===== src/rtl/core/hcbb_pkg.sv =====
// Shared types, constants and channel lookup functions for the colour blob box block.
package hcbb_pkg;

  localparam int unsigned DEF_MAX_WIDTH = 1024;
  localparam int unsigned DEF_MAX_HEIGHT = 1024;
  localparam int unsigned QUEUE_DEPTH = 4;
  localparam int unsigned QUEUE_AW = $clog2(QUEUE_DEPTH);
  localparam logic [12:0] RECIP_FIVE = 13'd6554;
  localparam logic [8:0] HUE_WRAP = 9'd360;
  localparam logic [8:0] SEXTANT_G = 9'd200;
  localparam logic [8:0] SEXTANT_B = 9'd400;

  localparam logic [2:0] REG_FRAME_WIDTH = 3'd0;
  localparam logic [2:0] REG_FRAME_HEIGHT = 3'd1;
  localparam logic [2:0] REG_TARGET_HUE = 3'd2;
  localparam logic [2:0] REG_MIN_SATURATION = 3'd3;
  localparam logic [2:0] REG_MIN_VALUE = 3'd4;
  localparam logic [2:0] REG_HUE_THRESHOLD = 3'd5;

  typedef struct packed {
    logic [10:0] frame_width;
    logic [10:0] frame_height;
    logic [8:0]  target_hue;
    logic [6:0]  min_saturation;
    logic [6:0]  min_value;
    logic [8:0]  hue_threshold;
  } cfg_t;

  typedef enum logic [2:0] {
    FS_IDLE,
    FS_DIV,
    FS_SCALE,
    FS_CMP,
    FS_PUSH
  } front_state_t;

  // The loops unroll into constant lookup tables.
  function automatic logic [6:0] pct5(input logic [4:0] c);
    logic [6:0] p;
    p = '0;
    for (int i = 0; i < 32; i++) begin
      if (c == 5'(i)) p = 7'((i * 255 / 31) * 100 / 255);
    end
    return p;
  endfunction

  function automatic logic [6:0] pct6(input logic [5:0] c);
    logic [6:0] p;
    p = '0;
    for (int i = 0; i < 64; i++) begin
      if (c == 6'(i)) p = 7'((i * 255 / 63) * 100 / 255);
    end
    return p;
  endfunction

endpackage


===== src/rtl/core/hcbb_front.sv =====
// Pixel front end: RGB565 to HSV with an iterative divider and the match test.
module hcbb_front (
  input  logic              clk,
  input  logic              rst,
  input  hcbb_pkg::cfg_t    cfg,
  input  logic              pix_valid,
  output logic              pix_ready,
  input  logic [15:0]       pixel_word,
  output logic              push,
  output logic              push_match,
  input  logic              queue_full
);

  hcbb_pkg::front_state_t state, state_next;

  logic [6:0]  r, g, b, lo, hi, d;
  logic signed [7:0] n;
  logic [6:0]  n_abs;
  logic [8:0]  base_c;

  logic [13:0] rem_h, rem_s;
  logic [6:0]  den_h, den_s, q_h, q_s, val;
  logic [8:0]  base;
  logic        neg, gray;
  logic [2:0]  step;
  logic [13:0] sub_h, sub_s;

  logic signed [9:0] hue_raw;
  logic [9:0]  hue_mag;
  logic [10:0] mag3;
  logic [23:0] prod;
  logic        hneg;

  logic [8:0]  h5;
  logic signed [10:0] h_s, diff_c;
  logic signed [10:0] diff;
  logic        sat_ok, val_ok;
  logic [21:0] dsq, tsq;

  assign pix_ready = (state == hcbb_pkg::FS_IDLE);

  always_comb begin
    r = hcbb_pkg::pct5(pixel_word[15:11]);
    g = hcbb_pkg::pct6(pixel_word[10:5]);
    b = hcbb_pkg::pct5(pixel_word[4:0]);
    lo = (r < g) ? r : g;
    hi = (r > g) ? r : g;
    if (b < lo) lo = b;
    if (b > hi) hi = b;
    d = hi - lo;
    if (r == hi) begin
      n = $signed({1'b0, g}) - $signed({1'b0, b});
      base_c = 9'd0;
    end else if (g == hi) begin
      n = $signed({1'b0, b}) - $signed({1'b0, r});
      base_c = hcbb_pkg::SEXTANT_G;
    end else begin
      n = $signed({1'b0, r}) - $signed({1'b0, g});
      base_c = hcbb_pkg::SEXTANT_B;
    end
    n_abs = n[7] ? 7'(-n) : n[6:0];
  end

  assign sub_h = 14'(den_h) << step;
  assign sub_s = 14'(den_s) << step;

  always_comb begin
    hue_raw = neg ? $signed({1'b0, base}) - $signed({3'b0, q_h})
                  : $signed({1'b0, base}) + $signed({3'b0, q_h});
    hue_mag = hue_raw[9] ? 10'(-hue_raw) : hue_raw;
    mag3 = 11'(hue_mag) * 11'd3;
  end

  always_comb begin
    h5 = prod[23:15];
    h_s = hneg ? -$signed({2'b0, h5}) : $signed({2'b0, h5});
    if (h_s < 0) h_s = h_s + $signed({2'b0, hcbb_pkg::HUE_WRAP});
    if (gray) h_s = '0;
    diff_c = h_s - $signed({2'b0, cfg.target_hue});
  end

  assign dsq = 22'(diff * diff);
  assign tsq = 22'(cfg.hue_threshold) * 22'(cfg.hue_threshold);
  assign push_match = (dsq < tsq) && sat_ok && val_ok;
  assign push = (state == hcbb_pkg::FS_PUSH) && !queue_full;

  always_comb begin
    state_next = state;
    case (state)
      hcbb_pkg::FS_IDLE:  if (pix_valid) state_next = hcbb_pkg::FS_DIV;
      hcbb_pkg::FS_DIV:   if (step == 3'd0) state_next = hcbb_pkg::FS_SCALE;
      hcbb_pkg::FS_SCALE: state_next = hcbb_pkg::FS_CMP;
      hcbb_pkg::FS_CMP:   state_next = hcbb_pkg::FS_PUSH;
      hcbb_pkg::FS_PUSH:  if (!queue_full) state_next = hcbb_pkg::FS_IDLE;
      default:            state_next = hcbb_pkg::FS_IDLE;
    endcase
  end

  always_ff @(posedge clk) begin
    if (rst) begin
      state <= hcbb_pkg::FS_IDLE;
    end else begin
      state <= state_next;
    end
  end

  always_ff @(posedge clk) begin
    case (state)
      hcbb_pkg::FS_IDLE: begin
        rem_h <= 14'(n_abs) * 14'd100;
        rem_s <= 14'(d) * 14'd100;
        den_h <= d;
        den_s <= hi;
        q_h <= '0;
        q_s <= '0;
        val <= hi;
        base <= base_c;
        neg <= n[7];
        gray <= (d == 7'd0);
        step <= 3'd6;
      end
      hcbb_pkg::FS_DIV: begin
        if (rem_h >= sub_h) begin
          rem_h <= rem_h - sub_h;
          q_h[step] <= 1'b1;
        end
        if (rem_s >= sub_s) begin
          rem_s <= rem_s - sub_s;
          q_s[step] <= 1'b1;
        end
        step <= step - 3'd1;
      end
      hcbb_pkg::FS_SCALE: begin
        prod <= 24'(mag3) * 24'(hcbb_pkg::RECIP_FIVE);
        hneg <= hue_raw[9];
      end
      hcbb_pkg::FS_CMP: begin
        diff <= diff_c;
        sat_ok <= !gray && (q_s > cfg.min_saturation);
        val_ok <= val > cfg.min_value;
      end
      default: begin
      end
    endcase
  end

endmodule


===== src/rtl/core/hcbb_queue.sv =====
// Short queue of match flags between the front end and the box accumulator.
module hcbb_queue (
  input  logic clk,
  input  logic rst,
  input  logic push,
  input  logic push_data,
  output logic full,
  input  logic pop,
  output logic pop_valid,
  output logic pop_data
);

  localparam int unsigned AW = hcbb_pkg::QUEUE_AW;

  logic [hcbb_pkg::QUEUE_DEPTH-1:0] mem;
  logic [AW-1:0] wp, rp;
  logic [AW:0]   count;

  assign full = (count == (AW+1)'(hcbb_pkg::QUEUE_DEPTH));
  assign pop_valid = (count != '0);
  assign pop_data = mem[rp];

  always_ff @(posedge clk) begin
    if (push) mem[wp] <= push_data;
  end

  always_ff @(posedge clk) begin
    if (rst) begin
      wp <= '0;
      rp <= '0;
      count <= '0;
    end else begin
      if (push) wp <= wp + 1'b1;
      if (pop) rp <= rp + 1'b1;
      count <= count + (AW+1)'(push) - (AW+1)'(pop);
    end
  end

`ifndef SYNTHESIS
  a_no_overflow: assert property (@(posedge clk) disable iff (rst) !(push && full))
    else $error("queue written while full");
  a_no_underflow: assert property (@(posedge clk) disable iff (rst) !(pop && !pop_valid))
    else $error("queue read while empty");
  a_count_range: assert property (@(posedge clk) disable iff (rst)
    count <= (AW+1)'(hcbb_pkg::QUEUE_DEPTH))
    else $error("queue count out of range");
`endif

endmodule


===== src/rtl/core/hcbb_back.sv =====
// Box accumulator: raster position, extremes of matching pixels and the result register.
module hcbb_back #(
  parameter int unsigned MAX_WIDTH = hcbb_pkg::DEF_MAX_WIDTH,
  parameter int unsigned MAX_HEIGHT = hcbb_pkg::DEF_MAX_HEIGHT
) (
  input  logic           clk,
  input  logic           rst,
  input  hcbb_pkg::cfg_t cfg,
  input  logic           q_valid,
  input  logic           q_match,
  output logic           q_pop,
  output logic           out_valid,
  input  logic           out_ready,
  output logic [71:0]    out_data,
  output logic           out_found
);

  localparam int unsigned CW = $clog2(MAX_WIDTH);
  localparam int unsigned RW = $clog2(MAX_HEIGHT);
  localparam int unsigned LCW = $clog2(MAX_WIDTH + 1);
  localparam int unsigned LRW = $clog2(MAX_HEIGHT + 1);

  logic [CW-1:0]  x, gc, gc_n;
  logic [RW-1:0]  y, gr, gr_n;
  logic [LCW-1:0] lc, lc_n, w;
  logic [LRW-1:0] lr, lr_n, h;
  logic [20:0]    hits, hits_n;
  logic           fresh, col_end, row_end;
  logic [10:0]    bx, by, bw, bh;

  always_comb begin
    if (cfg.frame_width == '0) w = LCW'(1);
    else if (32'(cfg.frame_width) > MAX_WIDTH) w = LCW'(MAX_WIDTH);
    else w = LCW'(cfg.frame_width);
    if (cfg.frame_height == '0) h = LRW'(1);
    else if (32'(cfg.frame_height) > MAX_HEIGHT) h = LRW'(MAX_HEIGHT);
    else h = LRW'(cfg.frame_height);
  end

  assign q_pop = q_valid && (!out_valid || out_ready);
  assign fresh = (x == '0) && (y == '0);
  assign col_end = (LCW'(x) + LCW'(1)) >= w;
  assign row_end = (LRW'(y) + LRW'(1)) >= h;

  always_comb begin
    lc_n = fresh ? w : lc;
    lr_n = fresh ? h : lr;
    gc_n = fresh ? '0 : gc;
    gr_n = fresh ? '0 : gr;
    hits_n = fresh ? '0 : hits;
    if (q_match) begin
      hits_n = hits_n + 21'd1;
      if (LCW'(x) < lc_n) lc_n = LCW'(x);
      if (LRW'(y) < lr_n) lr_n = LRW'(y);
      if (x > gc_n) gc_n = x;
      if (y > gr_n) gr_n = y;
    end
    bx = 11'(lc_n);
    by = 11'(lr_n);
    bw = 11'(gc_n) - 11'(lc_n);
    bh = 11'(gr_n) - 11'(lr_n);
  end

  always_ff @(posedge clk) begin
    if (rst) begin
      x <= '0;
      y <= '0;
      out_valid <= 1'b0;
    end else begin
      if (out_valid && out_ready) out_valid <= 1'b0;
      if (q_pop) begin
        if (col_end) begin
          x <= '0;
          if (row_end) begin
            y <= '0;
            out_valid <= 1'b1;
          end else begin
            y <= y + 1'b1;
          end
        end else begin
          x <= x + 1'b1;
        end
      end
    end
  end

  always_ff @(posedge clk) begin
    if (q_pop) begin
      lc <= lc_n;
      lr <= lr_n;
      gc <= gc_n;
      gr <= gr_n;
      hits <= hits_n;
      if (col_end && row_end) begin
        out_data <= {7'd0, hits_n, bh, bw, by, bx};
        out_found <= (hits_n != '0);
      end
    end
  end

`ifndef SYNTHESIS
  a_frame_end_result: assert property (@(posedge clk) disable iff (rst)
    q_pop && col_end && row_end |=> out_valid)
    else $error("frame end gave no result");
  a_no_pop_on_stall: assert property (@(posedge clk) disable iff (rst)
    out_valid && !out_ready |-> !q_pop)
    else $error("accumulator advanced while result stalled");
  a_wrap_to_origin: assert property (@(posedge clk) disable iff (rst)
    q_pop && col_end && row_end |=> (x == '0) && (y == '0))
    else $error("position did not return to frame origin");
`endif

endmodule


===== src/rtl/core/hsv_color_blob_bounding_box.sv =====
// Top level of the colour blob bounding box block over an RGB565 pixel stream.
//
//  channel  direction  signals                         beat carries
//  s_axis   in         tvalid tready tdata[15:0]       pixel_word
//  m_axis   out        tvalid tready tdata tuser       box result, found
//  cfg      in         cfg_valid cfg_ready index data  register write
//
// A pixel passes through the front end in order: load, two restoring divisions
// on one shared step counter, yielding hue fraction and saturation, then hue
// scaling, compare and hand-off to the queue; no new pixel is taken until that hand-off.
// The accumulator takes one queued beat per cycle unless a result is stalled.
// Reset is synchronous; the configuration registers return to their default values.
module hsv_color_blob_bounding_box #(
  parameter int unsigned MAX_WIDTH = hcbb_pkg::DEF_MAX_WIDTH,
  parameter int unsigned MAX_HEIGHT = hcbb_pkg::DEF_MAX_HEIGHT
) (
  input  logic        clk,
  input  logic        rst,
  input  logic        s_axis_tvalid,
  output logic        s_axis_tready,
  input  logic [15:0] s_axis_tdata,   // pixel_word
  output logic        m_axis_tvalid,
  input  logic        m_axis_tready,
  output logic [71:0] m_axis_tdata,   // box_x, box_y, box_w, box_h, match_count, zeros
  output logic        m_axis_tuser,   // found
  input  logic        cfg_valid,
  output logic        cfg_ready,
  input  logic [2:0]  cfg_index,
  input  logic [10:0] cfg_data
);

  hcbb_pkg::cfg_t cfg;
  logic push, push_match, queue_full, q_pop, q_valid, q_match;

  assign cfg_ready = 1'b1;

  always_ff @(posedge clk) begin
    if (rst) begin
      cfg.frame_width <= 11'd320;
      cfg.frame_height <= 11'd240;
      cfg.target_hue <= 9'd0;
      cfg.min_saturation <= 7'd0;
      cfg.min_value <= 7'd0;
      cfg.hue_threshold <= 9'd10;
    end else if (cfg_valid) begin
      case (cfg_index)
        hcbb_pkg::REG_FRAME_WIDTH:    cfg.frame_width <= cfg_data;
        hcbb_pkg::REG_FRAME_HEIGHT:   cfg.frame_height <= cfg_data;
        hcbb_pkg::REG_TARGET_HUE:     cfg.target_hue <= cfg_data[8:0];
        hcbb_pkg::REG_MIN_SATURATION: cfg.min_saturation <= cfg_data[6:0];
        hcbb_pkg::REG_MIN_VALUE:      cfg.min_value <= cfg_data[6:0];
        hcbb_pkg::REG_HUE_THRESHOLD:  cfg.hue_threshold <= cfg_data[8:0];
        default: begin
        end
      endcase
    end
  end

  hcbb_front u_front (
    .clk        (clk),
    .rst        (rst),
    .cfg        (cfg),
    .pix_valid  (s_axis_tvalid),
    .pix_ready  (s_axis_tready),
    .pixel_word (s_axis_tdata),
    .push       (push),
    .push_match (push_match),
    .queue_full (queue_full)
  );

  hcbb_queue u_queue (
    .clk       (clk),
    .rst       (rst),
    .push      (push),
    .push_data (push_match),
    .full      (queue_full),
    .pop       (q_pop),
    .pop_valid (q_valid),
    .pop_data  (q_match)
  );

  hcbb_back #(
    .MAX_WIDTH  (MAX_WIDTH),
    .MAX_HEIGHT (MAX_HEIGHT)
  ) u_back (
    .clk       (clk),
    .rst       (rst),
    .cfg       (cfg),
    .q_valid   (q_valid),
    .q_match   (q_match),
    .q_pop     (q_pop),
    .out_valid (m_axis_tvalid),
    .out_ready (m_axis_tready),
    .out_data  (m_axis_tdata),
    .out_found (m_axis_tuser)
  );

endmodule


===== config.mk =====
export PLATFORM = sky130hd
export DESIGN_NAME = hsv_color_blob_bounding_box
export DESIGN_NICKNAME = d
export VERILOG_FILES = /design/src/rtl/core/hcbb_pkg.sv /design/src/rtl/core/hcbb_front.sv /design/src/rtl/core/hcbb_queue.sv /design/src/rtl/core/hcbb_back.sv /design/src/rtl/core/hsv_color_blob_bounding_box.sv
export SDC_FILE = /design/constraint.sdc
export NUM_CORES = 2
export LEC_CHECK = 0
export BUFFER_PORTS_ARGS = -buffer_cell sky130_fd_sc_hd__buf_4
export CAP_MARGIN = 20
export CORE_MARGIN = 2
export CORE_UTILIZATION = 65
export CTS_BUF_LIST = sky130_fd_sc_hd__clkbuf_4
export CTS_CLUSTER_DIAMETER = 30
export DETAILED_ROUTE_END_ITERATION = 12
export PLACE_DENSITY = 0.93
export SYNTH_ARGS = -nofsm -noshare
export SYNTH_HDL_FRONTEND = slang
export SYNTH_SLANG_ARGS = --single-unit

===== constraint.sdc =====
create_clock -name clk -period 15.6 [get_ports clk]
set_clock_uncertainty 0.1 [all_clocks]
set_input_delay 1.56 -clock clk [delete_from_list [all_inputs] [get_ports clk]]
set_output_delay 1.56 -clock clk [all_outputs]
set_load 0.03 [all_outputs]

After elaboration in Yosys (flattened, before gate mapping)

Index checks and enable logic that the tools add are counted.

Equal/unequal tests: 142
Multipliers: 6
Multiplexer cells: 182
Order comparisons: 23
Bitwise logic cells: 2
Shift-type cells: 2
Reductions and logical operators: 36
$add $sub $neg: 25

Operators with widths:

| kind                   | number |
|---|---|
| $mux W7                | 54 |
| $mux W6                | 40 |
| $eq A6 B6 Y1 const B   | 32 |
| $eq A5 B5 Y1 const B   | 32 |
| $mux W11               | 13 |
| $mux W10               | 10 |
| $mux W5                | 20 |
| $eq A6 B5 Y1 const B   | 16 |
| $eq A5 B4 Y1 const B   | 16 |
| $pmux W14 S2           | 2 |
| $eq A6 B4 Y1 const B   | 8 |
| $mux W21               | 2 |
| $eq A5 B3 Y1 const B   | 8 |
| $mux W4                | 9 |
| $ge A14 B14 Y1         | 2 |
| $gt A7 B7 Y1           | 4 |
| $mux W14               | 2 |
| $pmux W7 S2            | 2 |
| $shl A7 B3 Y14         | 2 |
| $sub A14 B14 Y14       | 2 |
| $eq A6 B3 Y1 const B   | 4 |
| $mul A7 B5 Y12 const B | 2 |
| $mux W3                | 8 |
| $sub A7 B7 Y8          | 3 |
| 64 further kinds       | 125 |

Register bits: 325
Output and inout port bits: 76

Depth between registers and ports, before layout

Word-level depth: 75
Gate-level depth with buffers: 46
Depth with buffers taken out: 43

By module

Synthesis repeated with hierarchy kept, for this count alone.

Cell total of the unflattened synthesis: 3477
Area, all modules: 32173.4 um2

Modules (own cells, without submodules):

| module                      | times used | cells an instance | area an instance (um2) |
|---|---|---|---|
| hcbb_front                  | 1          | 2303              | 20153.1 |
| hcbb_back                   | 1          | 922               | 9246.4 |
| hsv_color_blob_bounding_box | 1          | 208               | 2234.6 |
| hcbb_queue                  | 1          | 44                | 539.3 |

Worst setup path after synthesis

OpenSTA, ideal clock, no wires.

Path kind: input port to flip-flop
From: input s_axis_tdata[9]
To: register u_front.rem_h[13], data pin
Path buffers: 5
Slack: 5.041 ns
Stages on the path: 45
Setup time: 0.256 ns
Data arrival time: 10.203 ns
Data required time: 15.244 ns
Cells stage by stage: buf_2 > buf_1 > nor2_1 > o21ai_0 > nand4_1 > o21ai_2 > ha_1 > inv_1 > fa_1 > a211oi_1 > o21ai_0 > o31a_1 > clkbuf_1 > clkbuf_1 > nand2_1 > o21ai_0 > ha_1 > nand4_1 > (+9 left out) > mux2i_1 > ha_1 > o21ai_0 > and2_1 > ha_1 > ha_1 > inv_1 > fa_1 > inv_1 > ha_1 > a21oi_1 > o21bai_1 > a21oi_1 > o21bai_1 > a21oi_1 > xor2_1 > nor2_1 > a31o_2

Word-level cells in the longest chain between the ends: 75

RTL lines:

| item                   | RTL line                          | text |
|---|---|---|
| from (decl)            | hsv_color_blob_bounding_box.sv:21 | `input logic [15:0] s_axis_tdata,` |
| $eq A6 B1 Y1           | hcbb_pkg.sv:51                    | `if (c == 6'(i)) p = 7'((i * 255 / 63) * 100 / 255);` |
| $mux W1                | hcbb_pkg.sv:51                    |  |
| $mux W2                | hcbb_pkg.sv:51                    |  |
| $mux W3 (3 in series)  | hcbb_pkg.sv:51                    |  |
| $mux W4 (5 in series)  | hcbb_pkg.sv:51                    |  |
| $mux W5 (10 in series) | hcbb_pkg.sv:51                    |  |
| $mux W6 (20 in series) | hcbb_pkg.sv:51                    |  |
| $mux W7 (22 in series) | hcbb_pkg.sv:51                    |  |
| (+4 left out)          | --                                |  |
| $mux W7                | hcbb_front.sv:49                  | `if (b > hi) hi = b;` |
| $eq A7 B7 Y1           | hcbb_front.sv:54                  | `end else if (g == hi) begin` |
| $mux W8                | hcbb_front.sv:54                  |  |
| $mux W8 (*)            | hcbb_front.sv:51                  | `if (r == hi) begin` |
| $neg A7 Y7             | hcbb_front.sv:61                  | `n_abs = n[7] ? 7'(-n) : n[6:0];` |
| $mux W7 (*)            | hcbb_front.sv:61                  |  |
| $mul A7 B5 Y12 (*)     | hcbb_front.sv:110                 | `rem_h <= 14'(n_abs) * 14'd100;` |
| $pmux W14 S2 (*)       | hcbb_front.sv:108                 | `case (state)` |
| to (signal assigned)   | hcbb_front.sv:110                 |  |
| to (signal assigned)   | hcbb_front.sv:124                 | `rem_h <= rem_h - sub_h;` |
| to (decl)              | hcbb_front.sv:21                  | `logic [13:0] rem_h, rem_s;` |

Mark *: on every way between the ends. The rest lies on a longest branch, timed or not.
A chain may end at the register's enable or synchronous reset.

Worst setup path after layout

From: input s_axis_tdata[13]
To: register u_front.rem_h[13], data pin

Word-level cells in the longest chain between the ends: 43

RTL lines:

| item                   | RTL line          | text |
|---|---|---|
| $eq A5 B1 Y1           | hcbb_pkg.sv:42    | `if (c == 5'(i)) p = 7'((i * 255 / 31) * 100 / 255);` |
| $mux W2                | hcbb_pkg.sv:42    |  |
| $mux W3                | hcbb_pkg.sv:42    |  |
| $mux W4 (2 in series)  | hcbb_pkg.sv:42    |  |
| $mux W5 (5 in series)  | hcbb_pkg.sv:42    |  |
| $mux W6 (10 in series) | hcbb_pkg.sv:42    |  |
| $mux W7 (11 in series) | hcbb_pkg.sv:42    |  |
| $mux W7 (*)            | hcbb_pkg.sv:42    |  |
| (+3 left out)          | --                |  |
| $mux W7                | hcbb_front.sv:49  |  |
| $eq A7 B7 Y1           | hcbb_front.sv:54  |  |
| $mux W8                | hcbb_front.sv:54  |  |
| $mux W8 (*)            | hcbb_front.sv:51  |  |
| $neg A7 Y7             | hcbb_front.sv:61  |  |
| $mux W7 (*)            | hcbb_front.sv:61  |  |
| $mul A7 B5 Y12 (*)     | hcbb_front.sv:110 |  |
| $pmux W14 S2 (*)       | hcbb_front.sv:108 |  |

Marks and branches as above.

==> results summary <==
The flow ran to the end, and the final reports show no timing, DRC or antenna violations. The kind of start point of the critical path is a primary input. The number of global-route vias before repair was about 26000. The path with the worst hold slack has its endpoint at cfg[29].

Synthesis produced a netlist whose cell count is 3441. The initialized floorplan defines 80 standard-cell rows. The number of setup violations in the final report is 0. The reg-to-reg setup timing slack is between 4000 and 5000 ps. The longest clock path from root to sink contains 3 buffers.

The insertion delay to the later sink of the worst-skew pair came out at 810 ps. The reg-to-reg startpoint is u_front.q_h[1]. The maximum cell stage delay along the critical path is around 700 ps. The worst hold path was traced through 2 stages. The first-pass GRT wire length is 129 mm. Summed over all layers, the global routing overflow is 0. For this run, global-route usage on met2 was measured as a little under three fifths. In this run the biggest area consumer among cell types represents 21.1% of the synthesized area. The most used flip-flop cell after synthesis is edfxtp_1.

The worst setup path is captured at a flip-flop. The quantity of gates resized following cts came out at 0. The final setup TNS came out at 0 ps.

For this run, the detailed router's first-pass iteration total came to 6. In the final routed layout, each cell accounts on average for 18.6 um. The number of nets still failing antenna checks after routing is 0. The count of unique library cells instantiated by Yosys is ~90. In the post-synthesis netlist, the biggest area contributors are edfxtp_1, ha_1, fa_1. The share of the Yosys chip area taken by registers is roughly a quarter. The core outline area came out at roughly 48000 um^2. Once detailed placement completed, the half-perimeter wirelength came to 55.1 mm. Clock tree synthesis found a total of approximately 310 sinks. The initial antenna violation count came out at 1. The starting utilization of the core area came out at 65.7%.

Global routing used 5.18% of the available met3 tracks. Wires add up to around 78 mm. The number of warnings printed during yosys synthesis is 0.

Derived from the worst setup path, the maximum achievable clock frequency is roughly 90 MHz. The worst slew margin relative to its limit is between 20% and 30%. Once the clock tree was built, the setup fixing pass inserted 0 buffers. The number of cells on the worst reg-to-reg path is 39. In this run, synthesis inferred 220 flip-flops with an integrated enable. The die covers roughly 50000 um^2. The cell that appears most often on the critical path is ha_1.

For met1 alone, demand over resource in global routing was between 30% and 40%. TritonCTS built the clock tree. The root buffer cell chosen for the clock tree is clkbuf_4. The detailed-route via count is approximately 26000. The deepest level of the CTS H-tree is 3.

The time the final worst path needs with I/O delays and setup came out at around 11000 ps. Synthesis inferred between 300 and 400 register bits. The final net count is between 4000 and 5000. On the critical path, the stage with the largest delay is an instance of a211oi_1. The final period utilization is approximately 70%. The post-place instance area came out at 32600 um^2. The post-placement cell count is 4057. After detailed routing, the number of vias per cell comes to a little over 6. The first routing iteration left about 2800 violations.

Of all nets on the critical path, the largest fanout is 20. In this run the mean area of a mapped cell was just over 9 um^2. The largest total area in the synthesized netlist belongs to edfxtp_1. The number of buffers created by CTS came out at between 80 and 90. At the worst endpoint, the arrival time is around 11000 ps. The chip width is between 200 and 250 um. The finished layout cell area came out at roughly 34000 um^2. The required time at the endpoint of the critical path came out at 16010 ps.

For the pin with the worst max-slew slack, the measured transition is 1120 ps. Global routing used between 30% and 40% of the available tracks. Relative to the synthesized area, the layout overhead comes to 7.30%. The count of buffers from port buffering is 102.

The global placer's final weighted congestion is 0.908. In this run the vertical extent of the chip is approximately 220 um. The worst hold path begins at cfg[29]. met2 is the most crowded layer. Setup repair after global routing left no endpoint under its margin. The ratio of cells with drive above 1 in the final layout is ~9%. In this run the critical register-to-register path is captured at u_front.prod[23]. The final cell count without fillers came out at 4202.

The async set or reset register ratio after synthesis came out at 0%. The number of top-level pins is 111. The final hold violation count is 0. The worst setup path is of the primary input to flip-flop kind. The number of DRC violations after detailed routing came out at 0.

The post-synth design cell area is about 31000 um^2. The CTS clock-pin slew for the worst setup and hold paths came out at about 70 ps. The pin count of the biggest net entering global routing came out at 85. The type of the tightest min-delay check is flip-flop to flip-flop.

The number of pins with negative max-slew slack in the final report is 0. The cts-stage hold buffer count came out at 0. The tool flagged a number of max-cap violations equal to 0.
==> Yosys cell counts, drive strengths merged, types with 77 or more instances <==
cell type / n
inv: 415
ha: 414
nand2: 285
nor2: 254
edfxtp: 220
a21oi: 219
fa: 184
o21ai: 159
xnor2: 142
clkbuf: 96
and2: 91
dfxtp: 85
xor2: 84
mux2i: 80
a21o: 77
==> cells in the final DEF (no fill, tap or decap), types with 28 or more instances in the layout <==
master / Yosys / layout
ha_1: 414 / 414
inv_1: 412 / 410
nand2_1: 285 / 285
nor2_1: 254 / 254
edfxtp_1: 220 / 220
a21oi_1: 219 / 218
fa_1: 184 / 184
o21ai_0: 155 / 153
xnor2_1: 142 / 142
buf_4: 9 / 124
clkbuf_4: 0 / 118
and2_1: 91 / 91
dfxtp_1: 85 / 85
xor2_1: 84 / 84
mux2i_1: 80 / 80
a21o_1: 77 / 77
nand3_1: 63 / 63
nor2b_1: 59 / 59
nand2b_1: 48 / 48
nor3_1: 47 / 45
o21a_1: 39 / 39
o21bai_1: 31 / 31
nand4_1: 28 / 28
==> registers in the layout, summed over array words and instances (netlist names), 4 cells and up <==
signal and cells:
u_front.q_h 7, u_back.x 10, u_back.lc 11, u_front.rem_s 14
u_back.lr 11, u_queue.mem 4, u_front.rem_h 14, u_back.gr 10
u_back.y 10, u_front.prod 9, u_front.den_s 7, u_front.den_h 7
u_back.gc 10, u_back.out_data 65, u_front.q_s 7, u_front.diff 11
u_back.hits 21, cfg 54
==> per-layer routing <==
layer,vias up,routed length (um)
li1,12000,-
met4,0,3830
met1,12300,29800
met2,1338,38600
met3,397,6090
met5,-,0
==> worst max path at each step <==
| stage | endpoint | cells past startpoint | from | slack, ps |
|---|---|---|---|---|
| after floorplan | u_front.rem_h[13] | 45 | s_axis_tdata[9] | 5040 |
| after global placement | u_front.rem_h[13] | 40 | s_axis_tdata[6] | 4140 |
| after detailed placement | u_front.rem_h[13] | 39 | s_axis_tdata[13] | 3930 |
| after CTS | u_front.rem_h[13] | 39 | s_axis_tdata[13] | 4690 |
| after global routing | u_front.rem_h[13] | 40 | s_axis_tdata[6] | 3920 |
| final | u_front.rem_h[13] | 39 | s_axis_tdata[13] | 4520 |
==> final cells by class <==
cell class                      instances  area [um^2]
Antenna cell                            2         5.00
Inverter                              418         1570
Timing Repair Buffer                  126          957
Sequential cell                       305         8310
Multi-Input combinational cell       2595        21000
Clock buffer                          118          886
Tap cell                              615          769
Fill cell                            3127        14100
Clock inverter                         23          164
==> through the flow <==
| step | setup slack [ps] | hold slack (ps) | util (%) |
|---|---|---|---|
| floorplan | 5040 | 336 | - |
| global placement | 4140 | 346 | 68.3 |
| detailed placement | 3930 | 354 | 68.3 |
| CTS | 4690 | 363 | 70.5 |
| global route | 3920 | 390 | 70.5 |
| finish | 4520 | 362 | 70.5 |
==> worst max-delay path, delay by kind of cell <==
family	cells	cell delay [ps]
AOI/OAI and AO/OA	16	3890
xor gates and xnor gates	1	170
adders and majority gates	7	2460
buffers and inverters	5	740
muxes	2	710
and+or+nand+nor	8	1920
==> cell families (layout without fill, tap and decap cells) <==
kind of cell | count (synthesis) | in the layout | synth area share, %
AO/OA/AOI/OAI | 680 | 680 | 13.7
XOR/XNOR | 226 | 226 | 6.31
adder cells (fa/ha/maj) | 603 | 603 | 28.4
buffers and inverters | 547 | 685 | 6.72
flip-flops | 305 | 305 | 26.5
multiplexers | 97 | 97 | 3.20
other | 2 | 10 | 0.0239
AND/OR/NAND/NOR | 981 | 981 | 15.1
Power is not shown: default switching activity piles up to over one toggle a cycle in this logic, so the estimate is an artifact.
